<file path="src/design/kett_pkg.sv">
`default_nettype none
// ----------------------------------------------------------------------------
// kett_pkg
// Shared types and codes for the keyed expiry timer table.
// ----------------------------------------------------------------------------
package kett_pkg;

    localparam int SLOT_W = 6;
    localparam int KEY_W  = 8;
    localparam int TIME_W = 32;

    // operation codes
    localparam logic [1:0] FUNC_ADD   = 2'd0;
    localparam logic [1:0] FUNC_SWEEP = 2'd1;
    localparam logic [1:0] FUNC_LIST  = 2'd2;

    // result codes
    localparam logic [2:0] EV_ADDED    = 3'd0;
    localparam logic [2:0] EV_EXTENDED = 3'd1;
    localparam logic [2:0] EV_KEPT     = 3'd2;
    localparam logic [2:0] EV_FULL     = 3'd3;
    localparam logic [2:0] EV_EXPIRED  = 3'd4;
    localparam logic [2:0] EV_ACTIVE   = 3'd5;
    localparam logic [2:0] EV_END      = 3'd6;

    typedef struct packed {
        logic [1:0]        func;
        logic [KEY_W-1:0]  timer_key;
        logic              timer_kind;
        logic [TIME_W-1:0] duration;
        logic [TIME_W-1:0] now_time;
    } req_t;

    typedef struct packed {
        logic [2:0]        event_res;
        logic [SLOT_W-1:0] slot_index;
        logic [KEY_W-1:0]  entry_key;
        logic              entry_kind;
        logic              any_expired;
        logic              last;
    } rsp_t;

    // one slot as held in the slot RAM
    typedef struct packed {
        logic [KEY_W-1:0]  key;
        logic              kind;
        logic [TIME_W-1:0] expiry;
    } slot_entry_t;

endpackage

`default_nettype wire

</file>
<file path="src/design/kett_slot_ram.sv">
`default_nettype none
// ----------------------------------------------------------------------------
// kett_slot_ram
// Slot storage: one write port, one read port, registered read data.
// ----------------------------------------------------------------------------
module kett_slot_ram
    import kett_pkg::*;
#(
    parameter int DEPTH  = 16,
    parameter int ADDR_W = 4
)
(
    input  wire logic              clk,
    input  wire logic              rd_en,
    input  wire logic [ADDR_W-1:0] rd_addr,
    output      slot_entry_t       rd_data,
    input  wire logic              wr_en,
    input  wire logic [ADDR_W-1:0] wr_addr,
    input  wire slot_entry_t       wr_data
);

    slot_entry_t mem [DEPTH];
    slot_entry_t rd_data_reg;

    always_ff @(posedge clk)
    begin
        if (wr_en)
        begin
            mem[wr_addr] <= wr_data;
        end
    end

    // read data holds while rd_en is low
    always_ff @(posedge clk)
    begin
        if (rd_en)
        begin
            rd_data_reg <= mem[rd_addr];
        end
    end

    assign rd_data = rd_data_reg;

endmodule

`default_nettype wire

</file>
<file path="src/design/keyed_expiry_timer_table_core.sv">
`default_nettype none
// ----------------------------------------------------------------------------
// keyed_expiry_timer_table_core
// Table of keyed timer slots with add, sweep-expired and list operations.
// ----------------------------------------------------------------------------
// Every add, sweep or list walks the slot RAM through its single read port,
// one slot per cycle unless a result that cannot be placed in the output
// register holds the walk. An add stops its walk early when it finds its key.
// An item with the unused operation code gives no result and starts no walk.
// Valid bits live in flip-flops and clear at reset; key, kind and expiry live
// in the RAM and are used only for valid slots. A result sits in an output
// register, so the next item is taken while it waits.
// ----------------------------------------------------------------------------
module keyed_expiry_timer_table_core
    import kett_pkg::*;
#(
    parameter int TIMER_SLOTS = 16
)
(
    input  wire logic clk,
    input  wire logic rst_n,
    input  wire logic req_valid,
    output      logic req_ready,
    input  wire req_t req,
    output      logic rsp_valid,
    input  wire logic rsp_ready,
    output      rsp_t rsp
);

    localparam int IDX_W = (TIMER_SLOTS > 1) ? $clog2(TIMER_SLOTS) : 1;
    localparam int CNT_W = $clog2(TIMER_SLOTS + 1);
    localparam logic [CNT_W-1:0] LAST_CNT = CNT_W'(TIMER_SLOTS);

    typedef enum logic [2:0] {
        S_IDLE = 3'b001,
        S_SCAN = 3'b010,
        S_END  = 3'b100
    } state_t;

    state_t                 state_reg, state_next;
    logic [TIMER_SLOTS-1:0] valid_reg, valid_next;
    logic [CNT_W-1:0]       rd_idx_reg, rd_idx_next;
    logic                   chk_vld_reg, chk_vld_next;
    logic [IDX_W-1:0]       chk_idx_reg, chk_idx_next;
    logic                   free_found_reg, free_found_next;
    logic [IDX_W-1:0]       free_idx_reg, free_idx_next;
    logic                   any_exp_reg, any_exp_next;
    logic                   rsp_valid_reg, rsp_valid_next;
    rsp_t                   rsp_reg, rsp_next;

    // item held for the walk
    logic [1:0]        op_reg;
    logic [KEY_W-1:0]  key_reg;
    logic              kind_reg;
    logic [TIME_W-1:0] now_reg;
    logic [TIME_W-1:0] target_reg;

    logic              ram_rd_en;
    logic [IDX_W-1:0]  ram_rd_addr;
    slot_entry_t       ram_rd_data;
    logic              ram_wr_en;
    logic [IDX_W-1:0]  ram_wr_addr;
    slot_entry_t       ram_wr_data;

    logic req_fire;
    logic load_ok;
    logic slot_vld;
    logic hit;
    logic later;
    logic expired;
    logic emit;
    logic done;
    rsp_t emit_rsp;

    kett_slot_ram #(
        .DEPTH  (TIMER_SLOTS),
        .ADDR_W (IDX_W)
    ) u_slot_ram (
        .clk     (clk),
        .rd_en   (ram_rd_en),
        .rd_addr (ram_rd_addr),
        .rd_data (ram_rd_data),
        .wr_en   (ram_wr_en),
        .wr_addr (ram_wr_addr),
        .wr_data (ram_wr_data)
    );

    assign req_ready = (state_reg == S_IDLE);
    assign req_fire  = req_valid && req_ready;
    assign rsp_valid = rsp_valid_reg;
    assign rsp       = rsp_reg;
    assign load_ok   = !rsp_valid_reg || rsp_ready;

    assign slot_vld = chk_vld_reg && valid_reg[chk_idx_reg];
    assign hit      = slot_vld && (ram_rd_data.key == key_reg);
    assign later    = ram_rd_data.expiry < target_reg;
    assign expired  = slot_vld && (ram_rd_data.expiry < now_reg);

    always_ff @(posedge clk)
    begin
        if (req_fire)
        begin
            op_reg     <= req.func;
            key_reg    <= req.timer_key;
            kind_reg   <= req.timer_kind;
            now_reg    <= req.now_time;
            target_reg <= req.now_time + req.duration;
        end
    end

    // what the slot under check reports, if anything
    always_comb
    begin
        emit     = 1'b0;
        done     = 1'b0;
        emit_rsp = '{event_res:   EV_ACTIVE,
                     slot_index:  SLOT_W'(chk_idx_reg),
                     entry_key:   ram_rd_data.key,
                     entry_kind:  ram_rd_data.kind,
                     any_expired: 1'b0,
                     last:        1'b0};
        case (op_reg)
            FUNC_ADD:
            begin
                if (hit)
                begin
                    emit               = 1'b1;
                    done               = 1'b1;
                    emit_rsp.event_res = later ? EV_EXTENDED : EV_KEPT;
                    emit_rsp.last      = 1'b1;
                end
            end
            FUNC_SWEEP:
            begin
                if (expired)
                begin
                    emit               = 1'b1;
                    emit_rsp.event_res = EV_EXPIRED;
                end
            end
            FUNC_LIST:
            begin
                emit = slot_vld;
            end
            default:
            begin
                emit = 1'b0;
            end
        endcase
    end

    always_comb
    begin
        state_next      = state_reg;
        valid_next      = valid_reg;
        rd_idx_next     = rd_idx_reg;
        chk_vld_next    = chk_vld_reg;
        chk_idx_next    = chk_idx_reg;
        free_found_next = free_found_reg;
        free_idx_next   = free_idx_reg;
        any_exp_next    = any_exp_reg;
        rsp_valid_next  = rsp_valid_reg && !rsp_ready;
        rsp_next        = rsp_reg;
        ram_rd_en       = 1'b0;
        ram_rd_addr     = rd_idx_reg[IDX_W-1:0];
        ram_wr_en       = 1'b0;
        ram_wr_addr     = chk_idx_reg;
        ram_wr_data     = '{key: ram_rd_data.key, kind: ram_rd_data.kind,
                            expiry: target_reg};

        case (state_reg)
            S_IDLE:
            begin
                if (req_fire && (req.func inside {FUNC_ADD, FUNC_SWEEP, FUNC_LIST}))
                begin
                    state_next      = S_SCAN;
                    rd_idx_next     = '0;
                    chk_vld_next    = 1'b0;
                    free_found_next = 1'b0;
                    any_exp_next    = 1'b0;
                end
            end
            S_SCAN:
            begin
                // a result that cannot be placed holds the walk, RAM data included
                if (!(emit && !load_ok))
                begin
                    if (emit)
                    begin
                        rsp_valid_next = 1'b1;
                        rsp_next       = emit_rsp;
                    end
                    if (op_reg == FUNC_ADD)
                    begin
                        if (hit && later)
                        begin
                            ram_wr_en = 1'b1;
                        end
                        if (chk_vld_reg && !valid_reg[chk_idx_reg] && !free_found_reg)
                        begin
                            free_found_next = 1'b1;
                            free_idx_next   = chk_idx_reg;
                        end
                    end
                    if (op_reg == FUNC_SWEEP && expired)
                    begin
                        valid_next[chk_idx_reg] = 1'b0;
                        any_exp_next            = 1'b1;
                    end
                    if (done)
                    begin
                        state_next   = S_IDLE;
                        chk_vld_next = 1'b0;
                    end
                    else if (rd_idx_reg < LAST_CNT)
                    begin
                        ram_rd_en    = 1'b1;
                        chk_vld_next = 1'b1;
                        chk_idx_next = rd_idx_reg[IDX_W-1:0];
                        rd_idx_next  = rd_idx_reg + 1'b1;
                    end
                    else
                    begin
                        chk_vld_next = 1'b0;
                        state_next   = S_END;
                    end
                end
            end
            S_END:
            begin
                if (load_ok)
                begin
                    rsp_valid_next = 1'b1;
                    rsp_next       = '{event_res:   EV_END,
                                       slot_index:  '0,
                                       entry_key:   '0,
                                       entry_kind:  1'b0,
                                       any_expired: 1'b0,
                                       last:        1'b1};
                    if (op_reg == FUNC_ADD)
                    begin
                        rsp_next.entry_key  = key_reg;
                        rsp_next.entry_kind = kind_reg;
                        if (free_found_reg)
                        begin
                            rsp_next.event_res      = EV_ADDED;
                            rsp_next.slot_index     = SLOT_W'(free_idx_reg);
                            ram_wr_en               = 1'b1;
                            ram_wr_addr             = free_idx_reg;
                            ram_wr_data             = '{key: key_reg, kind: kind_reg,
                                                        expiry: target_reg};
                            valid_next[free_idx_reg] = 1'b1;
                        end
                        else
                        begin
                            rsp_next.event_res = EV_FULL;
                        end
                    end
                    else
                    begin
                        rsp_next.any_expired = (op_reg == FUNC_SWEEP) && any_exp_reg;
                    end
                    state_next = S_IDLE;
                end
            end
            default:
            begin
                state_next = S_IDLE;
            end
        endcase
    end

    always_ff @(posedge clk or negedge rst_n)
    begin
        if (!rst_n)
        begin
            state_reg      <= S_IDLE;
            valid_reg      <= '0;
            rd_idx_reg     <= '0;
            chk_vld_reg    <= 1'b0;
            free_found_reg <= 1'b0;
            any_exp_reg    <= 1'b0;
            rsp_valid_reg  <= 1'b0;
        end
        else
        begin
            state_reg      <= state_next;
            valid_reg      <= valid_next;
            rd_idx_reg     <= rd_idx_next;
            chk_vld_reg    <= chk_vld_next;
            free_found_reg <= free_found_next;
            any_exp_reg    <= any_exp_next;
            rsp_valid_reg  <= rsp_valid_next;
        end
    end

    always_ff @(posedge clk)
    begin
        chk_idx_reg  <= chk_idx_next;
        free_idx_reg <= free_idx_next;
        rsp_reg      <= rsp_next;
    end

    // checks
    a_state_onehot: assert property (@(posedge clk) disable iff (!rst_n)
        $onehot(state_reg))
        else $error("state register not one-hot");

    a_chk_in_scan: assert property (@(posedge clk) disable iff (!rst_n)
        chk_vld_reg |-> (state_reg == S_SCAN))
        else $error("slot check pending outside the walk");

    a_rd_idx_range: assert property (@(posedge clk) disable iff (!rst_n)
        rd_idx_reg <= LAST_CNT)
        else $error("read index past the table");

    a_no_write_idle: assert property (@(posedge clk) disable iff (!rst_n)
        ram_wr_en |-> (state_reg != S_IDLE && op_reg == FUNC_ADD))
        else $error("slot RAM written outside an add");

    a_added_valid: assert property (@(posedge clk) disable iff (!rst_n)
        (state_reg == S_END && op_reg == FUNC_ADD && free_found_reg && load_ok)
        |=> valid_reg[$past(free_idx_reg)])
        else $error("added slot not marked valid");

endmodule

`default_nettype wire
</file>
<file path="config.mk">
export PLATFORM = sky130hd
export DESIGN_NAME = keyed_expiry_timer_table_core
export DESIGN_NICKNAME = d
export VERILOG_FILES = /design/src/design/kett_pkg.sv /design/src/design/kett_slot_ram.sv /design/src/design/keyed_expiry_timer_table_core.sv
export SDC_FILE = /design/constraint.sdc
export NUM_CORES = 1
export LEC_CHECK = 0
export ABC_AREA = 1
export BUFFER_PORTS_ARGS = -buffer_cell sky130_fd_sc_hd__buf_2
export CORE_ASPECT_RATIO = 0.8
export CORE_UTILIZATION = 62
export DETAILED_ROUTE_END_ITERATION = 12
export PLACE_DENSITY_LB_ADDON = 0.2
export SETUP_SLACK_MARGIN = 0.3
export SLEW_MARGIN = 20
export SYNTH_ARGS = -nofsm -noshare
export SYNTH_HDL_FRONTEND = slang
export SYNTH_SLANG_ARGS = --single-unit
</file>
<file path="constraint.sdc">
create_clock -name clk -period 6.3 [get_ports clk]
set_clock_uncertainty 0.1 [all_clocks]
set_input_delay 0.315 -clock clk [delete_from_list [all_inputs] [get_ports clk]]
set_output_delay 0.315 -clock clk [all_outputs]
set_load 0.01 [all_outputs]
</file>
==> results.md, run 1 <==
- Status: finished, final reports clean
- Switching part of the total power: 28.0%
- Unrepaired setup endpoints after global routing: no
- Initial antenna violation count: 2
- Hold wc startpoint: req[62]
- All-layer global routing usage: 31.1%
- Final worst path period share: 72.8%
- Filler Cell Count: 3745
- # rows: 77
- Worst-margin pin slew: 1.12 ns
- Number of synthesized flops with an enable pin: 798
- Vias in the first global route: 23244
- DRT Pass-1 Iters: 6
- Layout net count: 3202
- Final Max Slew Viols: 0
- Final non-filler cell area: 39500 um2
- Number of port buffers: 98
- Slowest-stage cell, CP: and2_2
- Total CTS buffers: 77
- Crit path launch type: flop
- Share of Yosys cell area claimed by the top area cell type: 68.0%
- Seq pwr share: 50.5%
- Post-DR vias/cell: 6.25
- DR WL/cell: 23.1 um
- Max-cap violations: 0
- Met3 Wirelength: 9530 um
- Max reg flops: 656
- Placed cell count: 3650
- Worst Setup SP: target_reg[3]
- Clock tree from TritonCTS: yes
- Register area share after synthesis: 70.0%
- Metal-1 WL: 36300 um
- Cell with the most instances after synthesis: edfxtp_1
- Root Driver: clkbuf_16
- Critical path's top delay family: simple AND/OR/NAND/NOR gates
- Synth warn: 0
- Worst stage delay on the critical path: 0.96 ns
- Core area: 55700 um2
- Top FF cell, synth: edfxtp_1
- Die height: 215 um
- Global route overflow: 0
- First-pass GRT wire length: 135000 um
- HPWL Detailed: 51500 um
- Initial Utilization: 63.3%
- Worst-skew pair later-pin latency: 0.64 ns
- Max Clk Rate: 218 MHz
- Period minus WS final: 4.59 ns
- Area of the multi-input gates: 9330 um2
- Yosys top cell by area: edfxtp_1
- Final Hold Viols: 0
- Antenna Nets Post-Route: 0
- Detailed-route via count: 23995
- Share of layout cells above drive strength 1: 10.5%
- Comb power frac: 15.0%
- Clock Pin Slew Worst Setup and Hold Paths: 0.07 ns
- Finished Layout Cells: 3840
- Top cells by count, synth: edfxtp_1 (798), o21ai_0 (470), nor2_1 (451), nand2_1 (253), o22ai_1 (208)
- DR iter-0 viols: 3095
- Min-Delay Path Class: in -> reg
- Final Util: 70.9%
- Top layer in use: met4
- Dpl cell area: 36400 um2
- Syn-to-layout area delta: 12.0%
- Clk buf depth: 3
- Largest net degree at the start of global routing: 134
- PD cells: 349 nW/um2
- Flops & latches, synth: 826
- Worst R2R Start: target_reg[3]
- Post-Syn Instances: 2916
- GPL Wtd Cong: 0.860
- Worst Path Arrival: 4.79 ns
- Worst-path cell chain: inv_1, ha_1, a21oi_1, o21ai_0, a21oi_1, o21ai_0, nand2_1, nand2_1, o21ai_4, and2_2, buf_4
- Sw power: 3.85 mW
- # Post-CTS Setup Buffers: 0
- H-tree lvl count: 3
- Metal2 WL: 40400 um
- Routed WL: 88600 um
- Worst path required time: 6.50 ns
- Max rail drop VDD: 0.224 mV
- Critical Path End Type: flop
- Yosys cell types: 51
- DRC: 0
- # resized after CTS: 0
- Clk sinks: 826
- Die W: 269 um
- Storage cell area: 24700 um2
- Max-slew headroom: 25.2%
- Clock power frac: 34.5%
- Die area: 57800 um2
- Leakage: 14.3 nW
- Number of I/O pins: 101
- Setup tns final: 0 ns
- Mean Syn Cell Area: 12.1 um2
- Buf/Inv on CP: 2
- Top post-synthesis cells by area: edfxtp_1 (68%), o21ai_0 (6.7%), nor2_1 (4.8%)
- Post-synth ARST share: 3.39%
- Internal Pwr Total: 9.91 mW
- Setup violations, final: 0
- Syn Std Cell Area: 35200 um2
- Diodes inserted: 0
- Kind of critical path: reg -> reg
- Critical-path maximum fanout: 28
[kinds of logic after synthesis]
| logic type | after synthesis | share of synthesized area, % |
|---|---|---|
| AO/OA/AOI/OAI | 843 | 13.1 |
| flip-flops | 826 | 70.0 |
| adder cells (fa/ha/maj) | 95 | 3.39 |
| AND/OR/NAND/NOR | 788 | 9.00 |
| buffers and inverters | 331 | 3.67 |
| XOR/XNOR | 32 | 0.795 |
| other | 1 | 0.0106 |
[what timing repair did]
item / 4_1_cts / 5_1_grt
hold buffers: 48 / 0
endpoints found under the hold margin: 75 / 0
setup endpoints to repair: 0 / 0
[worst reg2reg max path: stages (launching register included)]
cell,delay (ns)
edfxtp_1,0.70
inv_1,0.10
ha_1,0.32
a21oi_1,0.14
o21ai_0,0.18
a21oi_1,0.25
o21ai_0,0.28
nand2_1,0.16
nand2_1,0.23
o21ai_4,0.37
and2_2,0.97
buf_4,0.45
[cell usage in the layout, fill, tap and decap left out, types with 4 or more instances in the layout]
| cell | instances |
|---|---|
| nor2_1 | 450 |
| a22oi_1 | 9 |
| clkinv_1 | 12 |
| nor2_2 | 4 |
| buf_4 | 32 |
| inv_1 | 167 |
| nand4_1 | 7 |
| clkbuf_1 | 11 |
| ha_1 | 94 |
| clkinv_2 | 17 |
| nor2_4 | 5 |
| o22ai_1 | 208 |
| nand2_2 | 7 |
| xor2_1 | 22 |
| inv_2 | 12 |
| dfrtp_1 | 23 |
| a31oi_1 | 4 |
| xnor2_1 | 10 |
| and2_2 | 13 |
| nor3_1 | 12 |
| clkinvlp_4 | 5 |
| o21ai_2 | 18 |
| nand2_1 | 253 |
| edfxtp_1 | 798 |
| clkbuf_16 | 81 |
| dlygate4sd3_1 | 48 |
| buf_2 | 98 |
| o21ai_0 | 468 |
| a21oi_1 | 107 |
| nand3_1 | 22 |
| bufinv_16 | 8 |
| o21ai_1 | 8 |
[final cells by class]
type                            instances  area share (%)
Sequential cell                       826            62.5
Timing Repair Buffer                  181            3.22
Clock buffer                           94            5.31
Multi-Input combinational cell       1760            23.6
Inverter                              182            1.75
Clock inverter                         47            1.20
Tap cell                              750            2.38
[worst paths after layout]
kind	to	slack, ns	cells after the start
setup / recovery	u_slot_ram.mem[11][40]	1.71	11
hold / removal	target_reg[30]	0.09	4
setup reg to reg	u_slot_ram.mem[11][40]	1.71	11
hold reg to reg	valid_reg[12]	0.39	2
max in group asynchronous	rd_idx_reg[1]	5.48	2
min in group asynchronous	rd_idx_reg[0]	0.15	2
[power groups by stage]
| stage | Combinational (mW) | Clock, mW | Sequential, mW |
|---|---|---|---|
| after detailed placement | 1.98 | 0 | 7.05 |
| after CTS | 2.03 | 4.76 | 6.94 |
| after floorplan | 1.39 | 0 | 6.85 |
| final | 2.07 | 4.74 | 6.95 |
| after global placement | 1.91 | 0 | 7.04 |
| after global routing | 2.30 | 4.97 | 6.98 |
[per-layer routing]
layer	vias to the layer above	track usage, %
met1	11651	44.6
li1	10807	-
met2	1384	47.3
met5	-	0
met4	0	9.53
met3	153	7.80
[through the flow]
step	total power [mW]	setup WS, ns	hold WS, ns
2_1_floorplan	8.23	1.64	-0.0806
3_3_place_gp	8.95	1.95	0.276
5_1_grt	14.3	1.37	0.0817
4_1_cts	13.7	1.78	0.0603
3_5_place_dp	9.04	1.79	0.283
6_report	13.8	1.71	0.0916
(Power assumes the default switching activity.)
==> run 2, diff against run 1 <==
Settings changed: ABC_AREA 1 to 0.
Clock period 6.3 ns to 4.65 ns, I/O delays scaled along.
==> run 2 against run 1 <==
- via count fell by 24%
- synthesized area fell by 2.6%
- count of clock-buffer cells in the layout rose by 4
- non-clock buffer count rose by 26
- fmax rose by 14%
- global-route usage fell by 1.9 points
- total power rose by 29%
- setup slack got worse by 1.1 ns
- synthesized cell count fell by 39%
==> results.md, run 2 <==
- DR WL/cell: 28.2 um
- Mean Syn Cell Area: 19.2 um2
- GPL Wtd Cong: 0.921
- Share of layout cells above drive strength 1: 24.8%
- Crit path launch type: flop
- Clock tree from TritonCTS: yes
- Clock Pin Slew Worst Setup and Hold Paths: 0.06 ns
- Initial Utilization: 63.2%
- Slowest-stage cell, CP: edfxtp_1
- All-layer global routing usage: 29.2%
- Critical-path maximum fanout: 24
- # resized after CTS: 0
- Clk sinks: 826
- Global route overflow: 0
- Top cells by count, synth: edfxtp_1 (798), mux4_2 (206), ha_1 (94), nand2_1 (86), inv_1 (77)
- Buf/Inv on CP: 2
- Reg-to-reg slack, setup: 0.61 ns
- Layout net count: 2178
- Register area share after synthesis: 71.8%
- Commonest non-fill, non-tap cell in the layout: edfxtp_1
- Setup tns final: 0 ns
- FF-to-FF path depth: 11
- Initial antenna violation count: 0
- Cell with the most instances after synthesis: edfxtp_1
- Post-synth ARST share: 3.39%
- Syn Std Cell Area: 34300 um2
- Filler Cell Count: 3206
- Routed WL: 79200 um
- Leakage: 13.3 nW
- # rows: 76
- Max-slew headroom: 35.2%
- First-pass GRT wire length: 118000 um
- Largest net degree at the start of global routing: 49
- Yosys cell types: 83
- # Post-CTS Setup Buffers: 0
- Sw power: 4.35 mW
- Number of synthesized flops with an enable pin: 798
- Flops & latches, synth: 826
- Root Driver: clkbuf_16
- Core area: 54300 um2
- Area of the multi-input gates: 9040 um2
- Worst hold endpoint: target_reg[24]
- Worst path most repeated cell: a21o_1
- Status: finished, final reports clean
- DRC: 0
- Post-Syn Instances: 1786
- Setup violations, final: 0
- PD cells: 454 nW/um2
- Worst r2r dst: u_slot_ram.mem[9][18]
- Number of I/O pins: 101
- Comb power frac: 13.2%
- Max-cap violations: 0
- Final worst path period share: 86.8%
- Unrepaired setup endpoints after global routing: no
- Worst Path Arrival: 4.19 ns
- Worst path required time: 4.80 ns
- HPWL Detailed: 45900 um
- H-tree lvl count: 3
- Worst-path cell chain: inv_1, ha_1, a21o_1, a21o_1, a21oi_1, o21ai_0, a211oi_1, o211ai_1, o22ai_1, and2_2, buf_4
- Worst stage delay on the critical path: 0.66 ns
- Die W: 265 um
- Antenna Nets Post-Route: 0
- DR iter-0 viols: 2139
- Cts hold-fix bufs: 51
- Critical path's top delay family: compound AO/OA/AOI/OAI gates
- Worst-skew pair later-pin latency: 0.62 ns
- Top FF cell, synth: edfxtp_1
- Die area: 56300 um2
- Most frequent cells in the layout: edfxtp_1 (798), mux4_2 (206), buf_2 (98)
- Post-DR vias/cell: 6.54
- Kind of critical path: reg -> reg
- Period minus WS final: 4.04 ns
- Storage cell area: 24700 um2
- Die height: 212 um
- Max Clk Rate: 248 MHz
- DRT Pass-1 Iters: 6
- Total power: 17.8 mW
- Worst-margin pin slew: 0.972 ns
- Hold wc startpoint: req[56]
- Yosys top cell by area: edfxtp_1
- Vias in the first global route: 18468
- Share of Yosys cell area claimed by the top area cell type: 69.8%
- Max rail drop VDD: 0.361 mV
- Final Hold Viols: 0
- Total CTS buffers: 78
- Final Max Slew Viols: 0
- Clock power frac: 35.0%
- Detailed-route via count: 18350
- Number of port buffers: 98
- Max reg flops: 656
- Internal Pwr Total: 13.4 mW
- Worst R2R Start: target_reg[21]
- Hold path depth: 3
- Critical Path End Type: flop
- Switching part of the total power: 24.5%
- Syn-to-layout area delta: 13.9%
- Synth warn: 0
- Top post-synthesis cells by area: edfxtp_1 (70%), mux4_2 (14%), ha_1 (3.4%)
- Min-Delay Path Class: in -> reg
- Seq pwr share: 51.8%
- Diodes inserted: 0
- Clk buf depth: 3
==> run 2: area by class of cell <==
| type | count | area share [%] |
|---|---|---|
| clock inverter | 42 | 1.02 |
| inverter | 77 | 0.739 |
| clock buffer | 98 | 5.29 |
| multi-input combinational | 814 | 23.1 |
| timing repair buffer | 207 | 4.35 |
| tap | 741 | 2.37 |
| sequential | 826 | 63.1 |
==> run 2: through the flow <==
step / instance area (um2) / util [%] / setup WS, ns / hold WS [ns] / instances
after floorplan: 34300 / - / 0.434 / -0.163 / 1787
after CTS: 39100 / 72.0 / 0.663 / 0.00262 / 2805
final: 39100 / 72.0 / 0.615 / 0.0244 / 2805
after detailed placement: 36100 / 66.5 / 0.658 / 0.213 / 2614
after global placement: 36100 / 66.5 / 0.903 / 0.201 / 2614
after global routing: 39100 / 72.0 / 0.471 / 0.0340 / 2805
==> run 2: cells by family (layout without fill, tap and decap cells) <==
family / Yosys count / after routing / synth area share [%]
AO/OA/AOI/OAI: 216 / 216 / 4.28
flip-flops: 826 / 826 / 71.8
other: 1 / 2 / 0.0109
AND/OR/NAND/NOR: 254 / 254 / 3.70
buffers and inverters: 147 / 424 / 1.93
XOR/XNOR: 33 / 33 / 0.842
multiplexers: 214 / 214 / 13.9
adder cells (fa/ha/maj): 95 / 95 / 3.48
==> run 2: worst reg2reg max path: cells and delay by family (launching register included) <==
| kind | cells | cell delay (ns) |
|---|---|---|
| compound gates | 7 | 1.80 |
| fa+ha+maj | 1 | 0.33 |
| simple gates | 1 | 0.21 |
| buf+inv | 2 | 0.55 |
| flops | 1 | 0.66 |
==> run 2: worst max-delay path by stage <==
stage	from	endpoint	slack (ns)	cells past startpoint
5_1_grt	target_reg[21]	u_slot_ram.mem[9][14]	0.47	11
4_1_cts	target_reg[21]	u_slot_ram.mem[9][18]	0.66	11
2_1_floorplan	chk_idx_reg[1]	u_slot_ram.rd_data[0]	0.43	8
3_3_place_gp	target_reg[7]	u_slot_ram.mem[9][7]	0.90	9
3_5_place_dp	target_reg[21]	u_slot_ram.mem[9][10]	0.66	11
6_report	target_reg[21]	u_slot_ram.mem[9][18]	0.61	11
==> run 2: metal layers <==
layer  vias to the layer above  part of all wire [%]  GRT usage (%)
met4                         0                   2.3           7.57
met3                       161                   9.4           6.54
met2                      1023                    48           45.9
li1                       7753                     -              -
met1                      9413                    40           42.3
met5                         -                     0              0
==> run 2: power groups by stage <==
stage / clock, mW / combinational, mW / sequential [mW]
floorplan: 0 / 1.67 / 9.14
global placement: 0 / 2.22 / 9.31
detailed placement: 0 / 2.27 / 9.34
CTS: 6.30 / 2.34 / 9.19
global route: 6.58 / 2.53 / 9.24
finish: 6.22 / 2.34 / 9.20
